`config.mk`:
```
export PLATFORM = sky130hd
export DESIGN_NAME = csrmv_opq
export DESIGN_NICKNAME = d
export VERILOG_FILES = /design/src/rtl/core/csrmv_pkg.sv /design/src/rtl/core/csrmv_opq.sv
export SDC_FILE = /design/constraint.sdc
export NUM_CORES = 1
export LEC_CHECK = 0
export BUFFER_PORTS_ARGS = -buffer_cell sky130_fd_sc_hd__buf_2
export CORE_MARGIN = 2
export CORE_UTILIZATION = 40
export DETAILED_ROUTE_END_ITERATION = 8
export PLACE_DENSITY = 0.57
export SLEW_MARGIN = 20
export SYNTH_ARGS = -nofsm -noshare
export SYNTH_HDL_FRONTEND = slang
export SYNTH_SLANG_ARGS = --single-unit
```
`constraint.sdc`:
```
create_clock -name clk -period 2.94 [get_ports clk]
set_input_delay 0.588 -clock clk [delete_from_list [all_inputs] [get_ports clk]]
set_output_delay 0.588 -clock clk [all_outputs]
set_load 0.03 [all_outputs]
```
`src/rtl/core/csrmv_pkg.sv`:
```
`timescale 1ns / 1ps
// ----------------------------------------------------------------------------
// csrmv_pkg: shared types and constants
// Command codes, transaction structs and the queue entry format used by the
// sparse matrix-vector product block.
// ----------------------------------------------------------------------------
package csrmv_pkg;

    localparam int MAX_ROWS_DEF  = 1024;
    localparam int OPQ_DEPTH_DEF = 4;

    localparam int INDEX_W  = 10;
    localparam int VALUE_W  = 17;
    localparam int SCALE_W  = 17;
    localparam int ROWS_W   = 11;
    localparam int PROD_W   = 2 * VALUE_W;
    localparam int ACC_W    = 44;
    localparam int HALF_W   = ACC_W / 2;
    localparam int PART_W   = HALF_W + SCALE_W;
    localparam int TOTAL_W  = ACC_W + SCALE_W;
    localparam int FRAC_SH  = 32;
    localparam int SCALED_W = TOTAL_W - FRAC_SH;
    localparam int RESULT_W = 24;
    localparam int ROW_W    = 10;
    localparam int CNT_EXT_W = 17;

    localparam logic [ACC_W-1:0]    ACC_MAX    = {ACC_W{1'b1}};
    localparam logic [RESULT_W-1:0] RESULT_MAX = {RESULT_W{1'b1}};

    localparam logic [SCALE_W-1:0] SCALE_RESET = 17'd65536;
    localparam logic [ROWS_W-1:0]  ROWS_RESET  = 11'd1024;

    typedef enum logic [1:0] {
        CMD_LOAD      = 2'd0,
        CMD_NONZERO   = 2'd1,
        CMD_EMPTY_ROW = 2'd2,
        CMD_NEW_PASS  = 2'd3
    } cmd_t;

    localparam logic REG_SCALE_FACTOR = 1'b0;
    localparam logic REG_ROWS_IN_USE  = 1'b1;

    typedef struct packed {
        logic [1:0]         cmd;
        logic [INDEX_W-1:0] index;
        logic [VALUE_W-1:0] value;
        logic               row_end;
    } item_t;

    typedef struct packed {
        logic [ROW_W-1:0]    row;
        logic [RESULT_W-1:0] result;
        logic                saturated;
        logic                last;
    } entry_t;

    // One queued operation for the accumulator side
    typedef struct packed {
        logic              clear;
        logic              close;
        logic [PROD_W-1:0] prod;
    } op_t;

    typedef struct packed {
        logic avail;
        op_t  op;
    } opq_head_t;

endpackage

```
`src/rtl/core/csrmv_opq.sv`:
```
`timescale 1ns / 1ps
// ----------------------------------------------------------------------------
// csrmv_opq: operation queue
// Small first-in first-out buffer between the product stage and the
// accumulator, so each side can stall on its own.
// ----------------------------------------------------------------------------
module csrmv_opq
    import csrmv_pkg::*;
#(
    parameter int DEPTH = OPQ_DEPTH_DEF
)
(
    input  logic      clk,
    input  logic      rst_n,
    input  logic      push,
    input  op_t       op,
    input  logic      pop,
    output opq_head_t head,
    output logic [$clog2(DEPTH+1)-1:0] count
);

    localparam int PW = $clog2(DEPTH);
    localparam int CW = $clog2(DEPTH + 1);

    op_t           mem [DEPTH];
    logic [PW-1:0] wr_ptr_reg;
    logic [PW-1:0] rd_ptr_reg;
    logic [CW-1:0] count_reg;

    always_ff @(posedge clk)
    begin
        if (push)
        begin
            mem[wr_ptr_reg] <= op;
        end
    end

    always_ff @(posedge clk or negedge rst_n)
    begin
        if (!rst_n)
        begin
            wr_ptr_reg <= '0;
            rd_ptr_reg <= '0;
            count_reg  <= '0;
        end
        else
        begin
            if (push)
            begin
                wr_ptr_reg <= (wr_ptr_reg == PW'(DEPTH - 1)) ? '0 : wr_ptr_reg + 1'b1;
            end
            if (pop)
            begin
                rd_ptr_reg <= (rd_ptr_reg == PW'(DEPTH - 1)) ? '0 : rd_ptr_reg + 1'b1;
            end
            if (push && !pop)
            begin
                count_reg <= count_reg + 1'b1;
            end
            else if (pop && !push)
            begin
                count_reg <= count_reg - 1'b1;
            end
        end
    end

    assign head.avail = (count_reg != '0);
    assign head.op    = mem[rd_ptr_reg];
    assign count      = count_reg;

endmodule

```
; ---- Word level (Yosys, flattened, before mapping)
; Memories as Yosys holds them, arrays and structs flattened.
; Index checks and enable logic that the tools add are counted.
[totals]
wordCells = 22
register_bits = 7
output_inout_bits = 40
ramBits = 144
inputBits = 40
mem_count = 1
[op_classes]
mux = 6
addsub = 4
reduce_logical = 6
n_eq_ne = 2
[memory_table]
columns = name, depth, word_bits, rd, rd_ports_with_merged_regs, write_ports, line_no
row1 = mem, 4, 36, 1, 0, 1, csrmv_opq.sv:25  ; op_t mem [DEPTH];
[ops]
columns = operator, count
row1 = 2-to-1 mux 3 bit, 2
row2 = adder 2 x 1 -> 2 bit (second input constant), 2
row3 = equality test 2 bit (second input constant), 2
row4 = 2-to-1 mux 2 bit, 2
row5 = adder 3 x 1 -> 3 bit (second input constant), 1
row6 = nonzero test 3 bit, 1
row7 = subtractor 3 x 1 -> 3 bit (second input constant), 1
row8 = logical AND 1 bit, 2
row9 = logical NOT 1 bit, 2
row10 = 2-to-1 mux 1 bit, 2
row11 = nonzero test 2 bit, 1

; ---- Depth between registers and ports, before layout
[logic_depth]
word_depth = 4
mapped_depth = 7
mapped_depth_nobuf = 7

; ---- Least setup slack after synthesis
; Ideal clock, no wire load.
[synth_path]
path_type = register to register
from = reg wr_ptr_reg[0]
to = mem mem[0][0] (netlist bit), enable pin
period_less_slack_ns = 1.899
n_path_buf = 0
t_required_ns = 2.543
setup_slack_ns = 1.041
setup_ns = 0.397
stages_incl_launch_ff = 4
arrival_time_ns = 1.502
cell_sequence = dfrtp_1 inv_1 ha_1 and2_1
[synth_lines]
columns = item, line_no
row1 = start: declaration, csrmv_opq.sv:26  ; logic [PW-1:0] wr_ptr_reg;
row2 = start signal: assignment, csrmv_opq.sv:50  ; wr_ptr_reg <= (wr_ptr_reg == PW'(DEPTH - 1)) ? '0 : wr_ptr_reg + 1'b1;
row3 = end: declaration, csrmv_opq.sv:25
; Straight into the memory's write port.

==> impl_results.rst <==
.. list-table::
   :header-rows: 1

   * - Metric
     - Value
   * - Detailed Route Iter0 Violations
     - 172
   * - Finished Cell Area
     - 6860 sq um
   * - I/O pin cnt
     - 80
   * - Worst setup slack after layout
     - 0.465 ns
   * - DR vias
     - 2568
   * - Final wirelength
     - 9.91 mm
   * - Final count of hold timing violations
     - 0
   * - Skew-Pair Late Insertion Delay
     - 0.42 ns
   * - Count of cells resized by post-cts repair
     - 0
   * - Result of the run
     - finished, final reports clean
   * - Width of the die
     - 122 um
   * - Placed insts
     - 483
   * - Die Area
     - 15000 sq um
   * - Proportion of synthesized chip area in sequential cells
     - 80.1%
   * - Total power per unit cell area
     - 1070 nW/um^2
   * - CTS sink count
     - 151
   * - Worst VDD drop
     - 0.654 mV
   * - Register area
     - 4500 sq um
   * - Register bit total from synthesis
     - 151
   * - Share of final-layout standard cells stronger than drive strength 1
     - 47.3%
   * - Post-layout minimum cycle time
     - 2.48 ns
   * - Worst min path class
     - primary input to register
   * - Global-route wire length before repair
     - 14.9 mm
   * - Max Root-Sink Buffers
     - 2
   * - Number of antenna violations at the first check in global routing
     - 0
   * - Global route overflow
     - 0
   * - Most frequent standard cell in the layout excluding fill and tap cells
     - sky130_fd_sc_hd__edfxtp_1
   * - CP Data Required Time
     - 2.35 ns
   * - Data arrival, critical path
     - 1.89 ns
   * - Starting Density
     - 40.8%
   * - Slew at the pin closest to its max-slew limit
     - 0.593 ns
   * - Worst r2r src
     - wr_ptr_reg[0]
   * - WHS Path Cells
     - 1
   * - Psw
     - 2380 uW
   * - # Post-CTS Setup Buffers
     - 0
   * - Number of violations of the max-capacitance limit
     - 0
   * - Net count after synthesis
     - 271
   * - Sink of the worst hold path
     - mem[2][27]
   * - Total cell area at the placement stage
     - 6290 sq um
   * - Top fanout value on the critical path
     - 21
   * - Category of the worst setup path capture point
     - primary output
   * - Cells on worst reg2reg path
     - 4
   * - Gate count after technology mapping
     - 224
   * - Number of warning messages in the yosys log
     - 0
   * - Vias per inst
     - 4.97
   * - Combinational Power Share
     - 32.3%
   * - Floorplan Core Area
     - 13800 sq um
   * - Number of buffers inserted by port buffering
     - 79
   * - Flip-flop count of the largest register, all copies and words added
     - 144
   * - Avg Inst Size Synth
     - 25.1 sq um
   * - Setup total negative slack
     - 0 ns
   * - Max-slew violation total from the final report
     - 0
   * - Fmax achieved
     - 404 MHz
   * - Hpwl dp
     - 6.28 mm
   * - Maximum number of pins on one net before global-route repair
     - 30
   * - Hold Crit Start
     - op[27]
   * - Post-synthesis to final-layout area growth
     - 22.2%
   * - Clock skew after layout
     - 0.00569 ns
   * - Capturing point of the worst reg2reg path
     - mem[2][0]
   * - Internal power component
     - 4950 uW
   * - Count of filler cells inserted in the layout
     - 1183
   * - TritonCTS buffer count
     - 17
   * - Total design power
     - 7330 uW
   * - Commonest cells after routing, fill and taps aside
     - sky130_fd_sc_hd__edfxtp_1 (144), sky130_fd_sc_hd__buf_2 (79), sky130_fd_sc_hd__mux4_2 (36)
   * - Post-synthesis instance area
     - 5610 sq um
   * - Number of core rows
     - 43
   * - Area of the multi-input gates
     - 1030 sq um
   * - Total leakage power
     - 0.00240 uW
   * - Worst setup SP type
     - register
   * - Final routed DRC violation total
     - 0
   * - Switching share of power
     - 32.4%
   * - Headroom to the max-slew limit
     - 60.4%
   * - Pre-CTS setup slack
     - 0.873 ns
   * - Gp weighted congestion
     - 0.619
   * - Final cell count without fillers
     - 517
   * - RSZ-0062 raised after global routing
     - false
   * - Setup slack on the worst flop-to-flop path
     - 1.11 ns
   * - Part of the cycle the worst path needs
     - 84.2%
   * - TritonCTS clock tree
     - yes
   * - Per-cell routed wire length
     - 19.2 um
   * - Number of nets at the end of the flow
     - 370
   * - Routed Antenna Nets
     - 0
   * - Clock edge transition at the registers on the reported setup and hold paths
     - 0.05 ns
   * - Final setup fails
     - 0
   * - Number of detailed-routing iterations run before antenna repair
     - 4
   * - Number of levels the H-tree was split into
     - 4
   * - Sequential share of power
     - 40.0%
   * - Cell chosen for the clock root
     - sky130_fd_sc_hd__clkbuf_16
   * - Distinct cell type count after synthesis
     - 19
   * - Clk network pwr share
     - 27.7%
   * - Die Y-Extent
     - 122 um
   * - Type of the setup path with the least slack
     - register to primary output
   * - Number of global-route vias before repair
     - 2714
   * - Overall Global Routing Usage
     - 14.3%
[worst max path at each step]
stage,start,to,slack (ns),cells after the start
4_1_cts,rd_ptr_reg[1],head[31],0.42,3
3_5_place_dp,rd_ptr_reg[1],head[31],0.87,3
5_1_grt,rd_ptr_reg[1],head[31],0.38,3
6_report,rd_ptr_reg[1],head[33],0.46,3
3_3_place_gp,rd_ptr_reg[1],head[33],0.89,3
2_1_floorplan,wr_ptr_reg[0],mem[0][0],1.04,3
[cell usage after synthesis]
cell type | n | share of area, %
sky130_fd_sc_hd__and2_1 | 4 | 0.45
sky130_fd_sc_hd__buf_2 | 4 | 0.36
sky130_fd_sc_hd__nor2_1 | 3 | 0.20
sky130_fd_sc_hd__or3_1 | 1 | 0.11
sky130_fd_sc_hd__inv_1 | 4 | 0.27
sky130_fd_sc_hd__fa_1 | 1 | 0.36
sky130_fd_sc_hd__buf_12 | 1 | 0.36
sky130_fd_sc_hd__edfxtp_1 | 144 | 77
sky130_fd_sc_hd__mux4_2 | 36 | 14
sky130_fd_sc_hd__buf_6 | 1 | 0.20
sky130_fd_sc_hd__buf_4 | 1 | 0.13
sky130_fd_sc_hd__ha_1 | 6 | 1.3
sky130_fd_sc_hd__xnor2_1 | 1 | 0.16
sky130_fd_sc_hd__xor2_1 | 2 | 0.31
sky130_fd_sc_hd__buf_8 | 1 | 0.27
sky130_fd_sc_hd__o21ai_0 | 2 | 0.18
sky130_fd_sc_hd__mux2_2 | 3 | 0.60
sky130_fd_sc_hd__nand2_1 | 2 | 0.13
sky130_fd_sc_hd__dfrtp_1 | 7 | 3.1
[through the flow]
step           utilization [%]  hold slack [ns]
5_1_grt                   49.8            0.369
4_1_cts                   49.8            0.365
2_1_floorplan                -            0.292
6_report                  49.8            0.384
3_3_place_gp              45.7            0.437
3_5_place_dp              45.7            0.440
[power groups by stage]
stage	registers (uW)	clock network [uW]	logic (uW)
after CTS	2940	2090	2430
after global routing	2970	2170	2530
after floorplan	2940	0	1780
after detailed placement	2980	0	2430
after global placement	2960	0	2400
final	2930	2030	2360
[metal layers]
| metal | share of wire [%] | up-vias | track usage [%] |
|---|---|---|---|
| li1 | - | 1151 | - |
| met5 | 0 | - | 0 |
| met3 | 6.4 | 21 | 5.81 |
| met4 | 1.7 | 0 | 6.03 |
| met1 | 43 | 1321 | 17.7 |
| met2 | 49 | 75 | 22.4 |
[repair_timing]
item                                   CTS  global route
hold buffers                             1             0
endpoints found under the hold margin    7             0
setup endpoints to repair                0             0
[cell type report]
class | instances | share of cell area (%)
flip-flops and latches | 151 | 65.6
multi-input cells | 61 | 15.0
repair buffers | 88 | 7.69
clock buffers | 22 | 6.62
well taps | 180 | 3.28
clock inverters | 10 | 1.53
inverters | 4 | 0.219
diodes | 1 | 0.0365
[cells by family (layout without fill, tap and decap cells)]
logic type               count (synthesis)  after routing  synth area share (%)
buffers and inverters                   12            124                  1.58
other                                    0              1                     0
AO/OA/AOI/OAI                            2              2                 0.178
adder cells (fa/ha/maj)                  7              7                  1.69
multiplexers                            39             39                  15.0
AND/OR/NAND/NOR                         10             10                 0.891
flip-flops                             151            151                  80.1
XOR/XNOR                                 3              3                 0.468
[worst max-delay path: stages, from the launching register on]
cell	delay [ns]
sky130_fd_sc_hd__dfrtp_2	0.68
sky130_fd_sc_hd__buf_12	0.25
sky130_fd_sc_hd__mux4_2	0.33
sky130_fd_sc_hd__buf_2	0.19
Note: power is estimated with default switching activity, not from simulation.
