===== src/rtl/core/csrmv_pkg.sv =====
`timescale 1ns / 1ps
// ----------------------------------------------------------------------------
// csrmv_pkg: shared types and constants
// Command codes, transaction structs and the queue entry format used by the
// sparse matrix-vector product block.
// ----------------------------------------------------------------------------
package csrmv_pkg;

    localparam int MAX_ROWS_DEF  = 1024;
    localparam int OPQ_DEPTH_DEF = 4;

    localparam int INDEX_W  = 10;
    localparam int VALUE_W  = 17;
    localparam int SCALE_W  = 17;
    localparam int ROWS_W   = 11;
    localparam int PROD_W   = 2 * VALUE_W;
    localparam int ACC_W    = 44;
    localparam int HALF_W   = ACC_W / 2;
    localparam int PART_W   = HALF_W + SCALE_W;
    localparam int TOTAL_W  = ACC_W + SCALE_W;
    localparam int FRAC_SH  = 32;
    localparam int SCALED_W = TOTAL_W - FRAC_SH;
    localparam int RESULT_W = 24;
    localparam int ROW_W    = 10;
    localparam int CNT_EXT_W = 17;

    localparam logic [ACC_W-1:0]    ACC_MAX    = {ACC_W{1'b1}};
    localparam logic [RESULT_W-1:0] RESULT_MAX = {RESULT_W{1'b1}};

    localparam logic [SCALE_W-1:0] SCALE_RESET = 17'd65536;
    localparam logic [ROWS_W-1:0]  ROWS_RESET  = 11'd1024;

    typedef enum logic [1:0] {
        CMD_LOAD      = 2'd0,
        CMD_NONZERO   = 2'd1,
        CMD_EMPTY_ROW = 2'd2,
        CMD_NEW_PASS  = 2'd3
    } cmd_t;

    localparam logic REG_SCALE_FACTOR = 1'b0;
    localparam logic REG_ROWS_IN_USE  = 1'b1;

    typedef struct packed {
        logic [1:0]         cmd;
        logic [INDEX_W-1:0] index;
        logic [VALUE_W-1:0] value;
        logic               row_end;
    } item_t;

    typedef struct packed {
        logic [ROW_W-1:0]    row;
        logic [RESULT_W-1:0] result;
        logic                saturated;
        logic                last;
    } entry_t;

    // One queued operation for the accumulator side
    typedef struct packed {
        logic              clear;
        logic              close;
        logic [PROD_W-1:0] prod;
    } op_t;

    typedef struct packed {
        logic avail;
        op_t  op;
    } opq_head_t;

endpackage


===== src/rtl/core/csrmv_back.sv =====
`timescale 1ns / 1ps
// ----------------------------------------------------------------------------
// csrmv_back: row accumulator and result scaling
// Adds products into the saturating row sum, closes rows, scales the sum
// by split partial products and holds the result for the receiver.
// ----------------------------------------------------------------------------
module csrmv_back
    import csrmv_pkg::*;
#(
    parameter int MAX_ROWS = MAX_ROWS_DEF
)
(
    input  logic               clk,
    input  logic               rst_n,
    input  opq_head_t          head,
    output logic               op_pop,
    input  logic [SCALE_W-1:0] scale_factor,
    input  logic [ROWS_W-1:0]  rows_in_use,
    output logic               empty,
    input  logic               pop,
    output entry_t             entry
);

    localparam int RW = $clog2(MAX_ROWS);

    logic [ACC_W-1:0]     acc_reg;
    logic                 clip_reg;
    logic [RW-1:0]        row_cnt_reg;

    logic                 s1_valid_reg;
    logic [ACC_W-1:0]     s1_acc_reg;
    logic                 s1_clip_reg;
    logic [ROW_W-1:0]     s1_row_reg;
    logic                 s1_last_reg;

    logic                 s2_valid_reg;
    logic [PART_W-1:0]    s2_hi_reg;
    logic [PART_W-1:0]    s2_lo_reg;
    logic                 s2_clip_reg;
    logic [ROW_W-1:0]     s2_row_reg;
    logic                 s2_last_reg;

    logic                 out_valid_reg;
    entry_t               out_reg;

    logic                 adv;
    logic                 take;
    logic [ACC_W:0]       sum;
    logic [ACC_W-1:0]     acc_next;
    logic                 clip_next;
    logic [CNT_EXT_W-1:0] rows_ext;
    logic [CNT_EXT_W-1:0] last_idx;
    logic [CNT_EXT_W-1:0] cnt_ext;
    logic                 is_last;
    logic                 wrap;
    logic [TOTAL_W-1:0]   total;
    logic [SCALED_W-1:0]  scaled;
    logic                 over;

    // Hold the whole back side while a result waits
    assign adv    = !out_valid_reg || pop;
    assign take   = adv && head.avail;
    assign op_pop = take;

    assign sum       = {1'b0, acc_reg} + (ACC_W + 1)'(head.op.prod);
    assign acc_next  = sum[ACC_W] ? ACC_MAX : sum[ACC_W-1:0];
    assign clip_next = clip_reg || sum[ACC_W];

    assign rows_ext = CNT_EXT_W'(rows_in_use);
    always_comb
    begin
        if (rows_ext == '0)
        begin
            last_idx = '0;
        end
        else if (32'(rows_ext) > MAX_ROWS)
        begin
            last_idx = CNT_EXT_W'(MAX_ROWS - 1);
        end
        else
        begin
            last_idx = rows_ext - 1'b1;
        end
    end

    assign cnt_ext = CNT_EXT_W'(row_cnt_reg);
    assign is_last = (cnt_ext == last_idx);
    assign wrap    = is_last || (cnt_ext == CNT_EXT_W'(MAX_ROWS - 1));

    always_ff @(posedge clk or negedge rst_n)
    begin
        if (!rst_n)
        begin
            acc_reg       <= '0;
            clip_reg      <= 1'b0;
            row_cnt_reg   <= '0;
            s1_valid_reg  <= 1'b0;
            s2_valid_reg  <= 1'b0;
            out_valid_reg <= 1'b0;
        end
        else if (adv)
        begin
            s1_valid_reg  <= take && !head.op.clear && head.op.close;
            s2_valid_reg  <= s1_valid_reg;
            out_valid_reg <= s2_valid_reg;
            if (take)
            begin
                if (head.op.clear)
                begin
                    acc_reg     <= '0;
                    clip_reg    <= 1'b0;
                    row_cnt_reg <= '0;
                end
                else if (head.op.close)
                begin
                    acc_reg     <= '0;
                    clip_reg    <= 1'b0;
                    row_cnt_reg <= wrap ? '0 : row_cnt_reg + 1'b1;
                end
                else
                begin
                    acc_reg  <= acc_next;
                    clip_reg <= clip_next;
                end
            end
        end
    end

    assign total  = (TOTAL_W'(s2_hi_reg) << HALF_W) + TOTAL_W'(s2_lo_reg);
    assign scaled = total[TOTAL_W-1:FRAC_SH];
    assign over   = |scaled[SCALED_W-1:RESULT_W];

    always_ff @(posedge clk)
    begin
        if (adv)
        begin
            s1_acc_reg  <= acc_next;
            s1_clip_reg <= clip_next;
            s1_row_reg  <= cnt_ext[ROW_W-1:0];
            s1_last_reg <= is_last;

            s2_hi_reg   <= PART_W'(s1_acc_reg[ACC_W-1:HALF_W]) * PART_W'(scale_factor);
            s2_lo_reg   <= PART_W'(s1_acc_reg[HALF_W-1:0]) * PART_W'(scale_factor);
            s2_clip_reg <= s1_clip_reg;
            s2_row_reg  <= s1_row_reg;
            s2_last_reg <= s1_last_reg;

            out_reg.row       <= s2_row_reg;
            out_reg.result    <= over ? RESULT_MAX : scaled[RESULT_W-1:0];
            out_reg.saturated <= s2_clip_reg || over;
            out_reg.last      <= s2_last_reg;
        end
    end

    assign empty = !out_valid_reg;
    assign entry = out_reg;

endmodule


===== config.mk =====
export PLATFORM = sky130hd
export DESIGN_NAME = csrmv_back
export DESIGN_NICKNAME = d
export VERILOG_FILES = /design/src/rtl/core/csrmv_pkg.sv /design/src/rtl/core/csrmv_back.sv
export SDC_FILE = /design/constraint.sdc
export NUM_CORES = 2
export LEC_CHECK = 0
export ABC_AREA = 1
export ABC_CLOCK_PERIOD_IN_PS = 9400
export BUFFER_PORTS_ARGS = -buffer_cell sky130_fd_sc_hd__clkbuf_2
export CORE_UTILIZATION = 66
export CTS_CLUSTER_SIZE = 25
export DETAILED_ROUTE_END_ITERATION = 10
export GPL_TIMING_DRIVEN = 0
export HOLD_SLACK_MARGIN = 0.06
export PLACE_DENSITY = 0.8
export SLEW_MARGIN = 20
export SYNTH_ARGS = -nofsm -noshare
export SYNTH_HDL_FRONTEND = slang
export SYNTH_SLANG_ARGS = --single-unit

===== constraint.sdc =====
create_clock -name clk -period 9.4 [get_ports clk]
set_input_delay 1.88 -clock clk [delete_from_list [all_inputs] [get_ports clk]]
set_output_delay 1.88 -clock clk [all_outputs]
set_load 0.1 [all_outputs]

---- Yosys cells after proc, flatten, opt, wreduce, memory -nomap -nowiden ----
Index checks and enable logic that the tools add are counted.
word-level totals
  word-level logic and storage cells ...... 52
  output and inout port bits .............. 38
  bits in registers ....................... 240
  bits of input ports ..................... 68
operators by class
  $add $sub $neg .......................... 4
  $mul .................................... 2
  muxes and demuxes ....................... 10
  magnitude comparators ................... 1
  reductions and logical operators ........ 14
  equality and inequality tests ........... 2
operators with widths
  operator                                                               count
  44-bit 2-to-1 mux                                                      3
  22-bit by 17-bit multiplier with 39-bit output                         2
  61-bit by 39-bit adder with 61-bit output                              1
  44-bit by 34-bit adder with 45-bit output                              1
  17-bit 2-to-1 mux                                                      2
  10-bit 2-to-1 mux                                                      3
  10-bit by 17-bit equality test with 1-bit output                       1
  17-bit zero test                                                       1
  11-bit by 1-bit subtractor with 12-bit output (second input constant)  1
  11-bit greater-than comparator (second input constant)                 1
  10-bit by 1-bit adder with 10-bit output (second input constant)       1
  10-bit equality test (second input constant)                           1
  5-bit OR reduction                                                     1
  1-bit logical OR                                                       4
  1-bit logical AND                                                      3
  3-bit AND reduction                                                    1
  1-bit zero test                                                        2
  1-bit 2-to-1 mux                                                       2
  2-bit AND reduction                                                    1
  2-bit nonzero test                                                     1

---- Longest topological paths before layout ----
  word-level depth ........................ 8
  mapped depth ............................ 29
  gate-level depth less buffers ........... 27

---- Worst setup path after synthesis ----
Ideal clock, no wire load.
  path type ............................... input to output
  start ................................... input pop
  end ..................................... output op_pop
  path slack .............................. 0.600 ns
  arrival ................................. 6.920 ns
  cell stages on the path ................. 4
  cells stage by stage .................... nor2_1 > inv_1 > nand2_1 > inv_1
on the way
  cells in the longest elaborated chain, start to end .. 2
ends and longest elaborated chain
  item               RTL line          RTL
  from (decl)        csrmv_back.sv:20  input logic pop,
  1-bit logical OR   csrmv_back.sv:61  assign adv = !out_valid_reg || pop;
  named net adv      csrmv_back.sv:46  logic adv;
  1-bit logical AND  csrmv_back.sv:62  assign take = adv && head.avail;
  to (decl)          csrmv_back.sv:16  output logic op_pop,
The timed path passes the listed nets, and every way through them passes these cells.

---- Worst setup path after layout ----
  start ................................... input scale_factor[9]
  end ..................................... register s2_hi_reg[37], data pin
on the way
  cells in the longest elaborated chain, start to end .. 1
ends and longest elaborated chain
  item                                            RTL line           RTL
  from (decl)                                     csrmv_back.sv:17   input logic [SCALE_W-1:0] scale_factor,
  22-bit by 17-bit multiplier with 39-bit output  csrmv_back.sv:142  s2_hi_reg <= PART_W'(s1_acc_reg[ACC_W-1:HALF_W]) * PART_W'(scale_factor);
  to (signal assigned)                            csrmv_back.sv:142
  to (decl)                                       csrmv_back.sv:37   logic [PART_W-1:0] s2_hi_reg;
Every way passes these cells.
A chain may end at the register's enable or synchronous reset.

==> results.md <==
Setup path:
- The worst setup path is launched from a primary input.
- In this run the worst path has a maximum fanout of 10.
- For the worst flop-to-flop path, the logic depth is 20.
- The endpoint of the worst register-to-register path is s2_hi_reg[37]$_DFFE_PN_.
- Broken down by cell family, the worst path's largest delay share belongs to adder cells.
- The minimum setup slack among reg-to-reg paths is ~2.4 ns.
- Data on the critical path arrives at its endpoint at 8.57 ns.
- At the worst endpoint, the required time is slightly below 10 ns.
- The worst setup path is captured at a flip-flop.
- For this run, the slowest stage of the critical path takes around 0.86 ns.
- The critical path goes through clkbuf_1 > clkbuf_1 > nand2_1 > fa_1 > inv_1 > fa_1 > fa_1 > fa_1 > fa_1 > inv_1 > fa_1 > inv_1 > ha_1 > nand2_1 > nor2_1 > nand2_1 > nor4b_1 > nand3_1 > o2111ai_1 > xor2_1.
- The slowest cell on the critical path is sky130_fd_sc_hd__clkbuf_1.
- The start-to-end type of the worst setup path is in2reg.
- The number of buffers and inverters on the critical path is 5.
- The most numerous cell type found on the critical path is sky130_fd_sc_hd__fa_1.
- The worst register-to-register path begins at s1_acc_reg[38]$_DFFE_PN_.

Placement:
- The placer congestion estimate is a little over 1.
- Once placement finished, the instance area stood at 0.0387 mm².
- The number of buffers added on ports is 88.
- Detailed placement ended at an HPWL of about 90000 µm.

Detailed routing:
- The final layout contains routed wiring with a total length of 106000 µm.
- In this run the remaining antenna-violating nets after routing total 0.
- The routed wirelength normalized by instance count is 18.6 µm.
- The via-per-instance ratio is roughly 5.5.
- The number of DRC markers after the initial detailed-route iteration is around 2.4k.
- Across all layers, the routed design uses a little over 30k vias.
- The DRC violation count after routing is 0.
- For this run, the detailed router's first-pass iteration total came to 6.

Logic synthesis:
- Counting instances in the post-synthesis netlist gives the leading cell types as sky130_fd_sc_hd__nand2_1, sky130_fd_sc_hd__inv_1, sky130_fd_sc_hd__fa_1.
- After synthesis, the netlist uses 48 different library cells.
- For this run, asynchronously set or reset flops after synthesis account for 0.266.
- The number of enable-type register cells in the synthesized netlist is 160.
- The part of the Yosys area used for sequential elements is 0.168.
- The most instantiated library cell after synthesis is sky130_fd_sc_hd__nand2_1.
- By area the synthesized netlist is led by sky130_fd_sc_hd__fa_1, sky130_fd_sc_hd__nand2_1, sky130_fd_sc_hd__edfxtp_1.
- The number of flip-flops and latches in the synthesized netlist is 218.
- In the synthesized netlist, the number of instances is about 4.8k.
- Each instance of the synthesized netlist takes up on average approximately 7.8 µm².
- Summing every instance area after synthesis gives ~0.037 mm².
- The number of warnings issued by yosys is 0.
- The dominant synthesized flop cell is sky130_fd_sc_hd__edfxtp_1.
- Synthesis produced a netlist with a net count of 5734.
- The synthesized design spends more area on one cell type than any other, namely sky130_fd_sc_hd__fa_1.
- The top-area cell type share of the netlist area is 0.321.

Clock tree:
- The root buffer cell is sky130_fd_sc_hd__clkbuf_16.
- Post-CTS repair changed the size of 0 cells.
- The number of clock buffers inserted by TritonCTS is 24.
- In this run the post-CTS setup repair buffer count came out at 0.
- Clock-pin slew was measured on the worst setup and hold paths at roughly 0.06 ns.
- The clock reaches the later pin of the worst-skew pair after approximately 0.58 ns.
- The maximum count of clock buffers along a single path is 3.
- After clock tree synthesis, the flow added hold-fix buffers numbering 0.
- In this run the number of H-tree levels came out at 1.
- The TritonCTS clock tree is yes.
- Clock tree synthesis found a total of 218 sinks.

Timing:
- Subtracting the final worst setup slack from the clock period gives just over 8 ns.
- Static timing analysis puts the maximum clock frequency at about 120 MHz.
- Setup violations remaining at the end of the flow were counted as 0.
- The worst max-slew margin expressed relative to the limit is 0.175.
- The final-report max-slew violation count came to 0.
- Setup total negative slack on the finished layout was measured at 0 ns.
- Setup repair after global routing left no endpoint under its margin.
- The fraction of the cycle the final worst path needs is 0.883.
- The number of endpoints with negative hold slack in the final report is 0.
- For the pin with the worst max-slew slack, the measured transition is 1.24 ns.
- Clock skew on the completed layout was measured at 0.0480 ns.

Hold path:
- For hold timing, the worst endpoint is entry[30]$_DFFE_PN_.
- The startpoint of the worst hold path is s2_row_reg[4]$_DFFE_PN_.
- The instance count along the most critical hold path is 0.
- The class of the tightest hold or removal check is reg2reg.

Finish:
- The area growth from synthesis to final layout is 6.09%.
- The layout has approximately 4.5k filler cells.
- The finished cells cover approximately 0.04 mm².
- In the final layout, the share of cells above drive strength 1 is 0.0402.
- The net total in the final layout is slightly below 6k.

Floorplan:
- The die covers 0.0574 mm².
- The number of placement rows is 86.
- Pin placement for this block handled around 110 I/O pins.
- From bottom edge to top edge, the die measures approximately 240 µm.
- The standard cell core area is between 0.05 and 0.06 mm².
- The starting utilization of the core area is 0.672.
- The die width is between 200 and 250 µm.

Global route:
- In the global route stage, overall resource usage came out at 0.382.
- The via count of the first global-routing pass was between 30k and 40k.
- The initial antenna violation count came to 7.
- Summed over all layers, the global routing overflow is 0.
- Entering global routing, the biggest net connects 85 pins.
- The wire length of the first global-routing pass is 166000 µm.

Status:
- The flow ran to the end, and the final reports show no timing, DRC or antenna violations.

Job:
- The count of max-cap constraint violations is 0.
[kinds of logic (layout without fill, tap and decap cells)]
logic type | Yosys count | in the layout | share of synthesized area
and+or+nand+nor | 1836 | 1836 | 0.200
buffers and inverters | 1457 | 1591 | 0.148
adders and majority gates | 873 | 873 | 0.414
AOI/OAI and AO/OA | 313 | 313 | 0.0472
DFF | 218 | 218 | 0.168
xor gates and xnor gates | 96 | 96 | 0.0228
other | 0 | 1 | 0
[layer usage]
metal | global-route usage | vias to the layer above | part of all wire
met3 | 0.107 | 361 | 0.11
met4 | 0.185 | 12 | 0.059
met5 | 0 | - | 0.00074
met2 | 0.612 | 1483 | 0.45
li1 | - | 14300 | -
met1 | 0.479 | 14900 | 0.38
[how the worst max path moves through the flow]
stage	from	end	depth (start not counted)
finish	scale_factor[9]	s2_hi_reg[37]$_DFFE_PN_	20
global route	scale_factor[9]	s2_hi_reg[37]$_DFFE_PN_	20
CTS	scale_factor[9]	s2_hi_reg[37]$_DFFE_PN_	20
detailed placement	scale_factor[9]	s2_hi_reg[37]$_DFFE_PN_	20
global placement	pop	op_pop	6
floorplan	pop	op_pop	4
[worst reg2reg max path, cell delays in order (launching register included)]
cell and delay, ns:
sky130_fd_sc_hd__edfxtp_1 0.32, sky130_fd_sc_hd__clkbuf_1 0.42, sky130_fd_sc_hd__clkbuf_1 0.59, sky130_fd_sc_hd__nand2_1 0.17, sky130_fd_sc_hd__fa_1 0.58, sky130_fd_sc_hd__fa_1 0.56
sky130_fd_sc_hd__fa_1 0.52, sky130_fd_sc_hd__inv_1 0.06, sky130_fd_sc_hd__fa_1 0.49, sky130_fd_sc_hd__fa_1 0.49, sky130_fd_sc_hd__inv_1 0.05, sky130_fd_sc_hd__fa_1 0.56
sky130_fd_sc_hd__inv_1 0.07, sky130_fd_sc_hd__ha_1 0.36, sky130_fd_sc_hd__nand2_1 0.11, sky130_fd_sc_hd__nor2_1 0.33, sky130_fd_sc_hd__nand2_1 0.16, sky130_fd_sc_hd__nor4b_1 0.44
sky130_fd_sc_hd__nand3_1 0.20, sky130_fd_sc_hd__o2111ai_1 0.17, sky130_fd_sc_hd__xor2_1 0.10
[metrics by stage]
stage | hold slack [ns] | instances | setup slack, ns | utilization
floorplan | 0.400 | 4793 | 0.600 | -
global placement | 0.403 | 5629 | -1.39 | 0.697
detailed placement | 0.405 | 5631 | 0.662 | 0.698
CTS | 0.420 | 5675 | 1.21 | 0.713
global route | 0.421 | 5675 | 0.972 | 0.713
finish | 0.421 | 5676 | 1.10 | 0.713
[area by class of cell]
cell class | count | area, µm² | share of cell area
Timing Repair Buffer | 90 | 498 | 0.0126
Buffer | 193 | 767 | 0.0194
Sequential cell | 218 | 6260 | 0.158
Inverter | 1264 | 4750 | 0.120
Antenna cell | 1 | 2.50 | 0.0000634
Tap cell | 748 | 936 | 0.0237
Clock inverter | 17 | 206 | 0.00523
Clock buffer | 27 | 612 | 0.0155
Multi-Input combinational cell | 3118 | 25500 | 0.645
[cell usage in the layout, fill, tap and decap left out, types with 4 or more instances in the layout]
master	n
sky130_fd_sc_hd__o21a_1	8
sky130_fd_sc_hd__a31oi_1	19
sky130_fd_sc_hd__nand2_1	1345
sky130_fd_sc_hd__xor2_1	68
sky130_fd_sc_hd__a21o_1	13
sky130_fd_sc_hd__a221oi_1	4
sky130_fd_sc_hd__nand3_1	148
sky130_fd_sc_hd__a211oi_1	5
sky130_fd_sc_hd__nor3_1	33
sky130_fd_sc_hd__edfxtp_1	160
sky130_fd_sc_hd__nor2_1	213
sky130_fd_sc_hd__xnor2_1	27
sky130_fd_sc_hd__clkbuf_16	24
sky130_fd_sc_hd__nand2_2	9
sky130_fd_sc_hd__and3_1	4
sky130_fd_sc_hd__clkbuf_1	184
sky130_fd_sc_hd__dfrtp_1	58
sky130_fd_sc_hd__nor2_2	4
sky130_fd_sc_hd__or2_2	21
sky130_fd_sc_hd__clkbuf_2	88
sky130_fd_sc_hd__ha_1	276
sky130_fd_sc_hd__buf_6	4
sky130_fd_sc_hd__buf_2	6
sky130_fd_sc_hd__o211ai_1	7
sky130_fd_sc_hd__fa_1	597
sky130_fd_sc_hd__inv_1	1260
sky130_fd_sc_hd__nand3_2	9
sky130_fd_sc_hd__nor4_1	8
sky130_fd_sc_hd__nand4_1	25
sky130_fd_sc_hd__nand3b_1	4
sky130_fd_sc_hd__a21oi_1	133
sky130_fd_sc_hd__o21bai_1	16
sky130_fd_sc_hd__clkinv_2	4
sky130_fd_sc_hd__o21ai_0	95
Power is not shown: default switching activity piles up to over one toggle a cycle in this logic, so the estimate is an artifact.
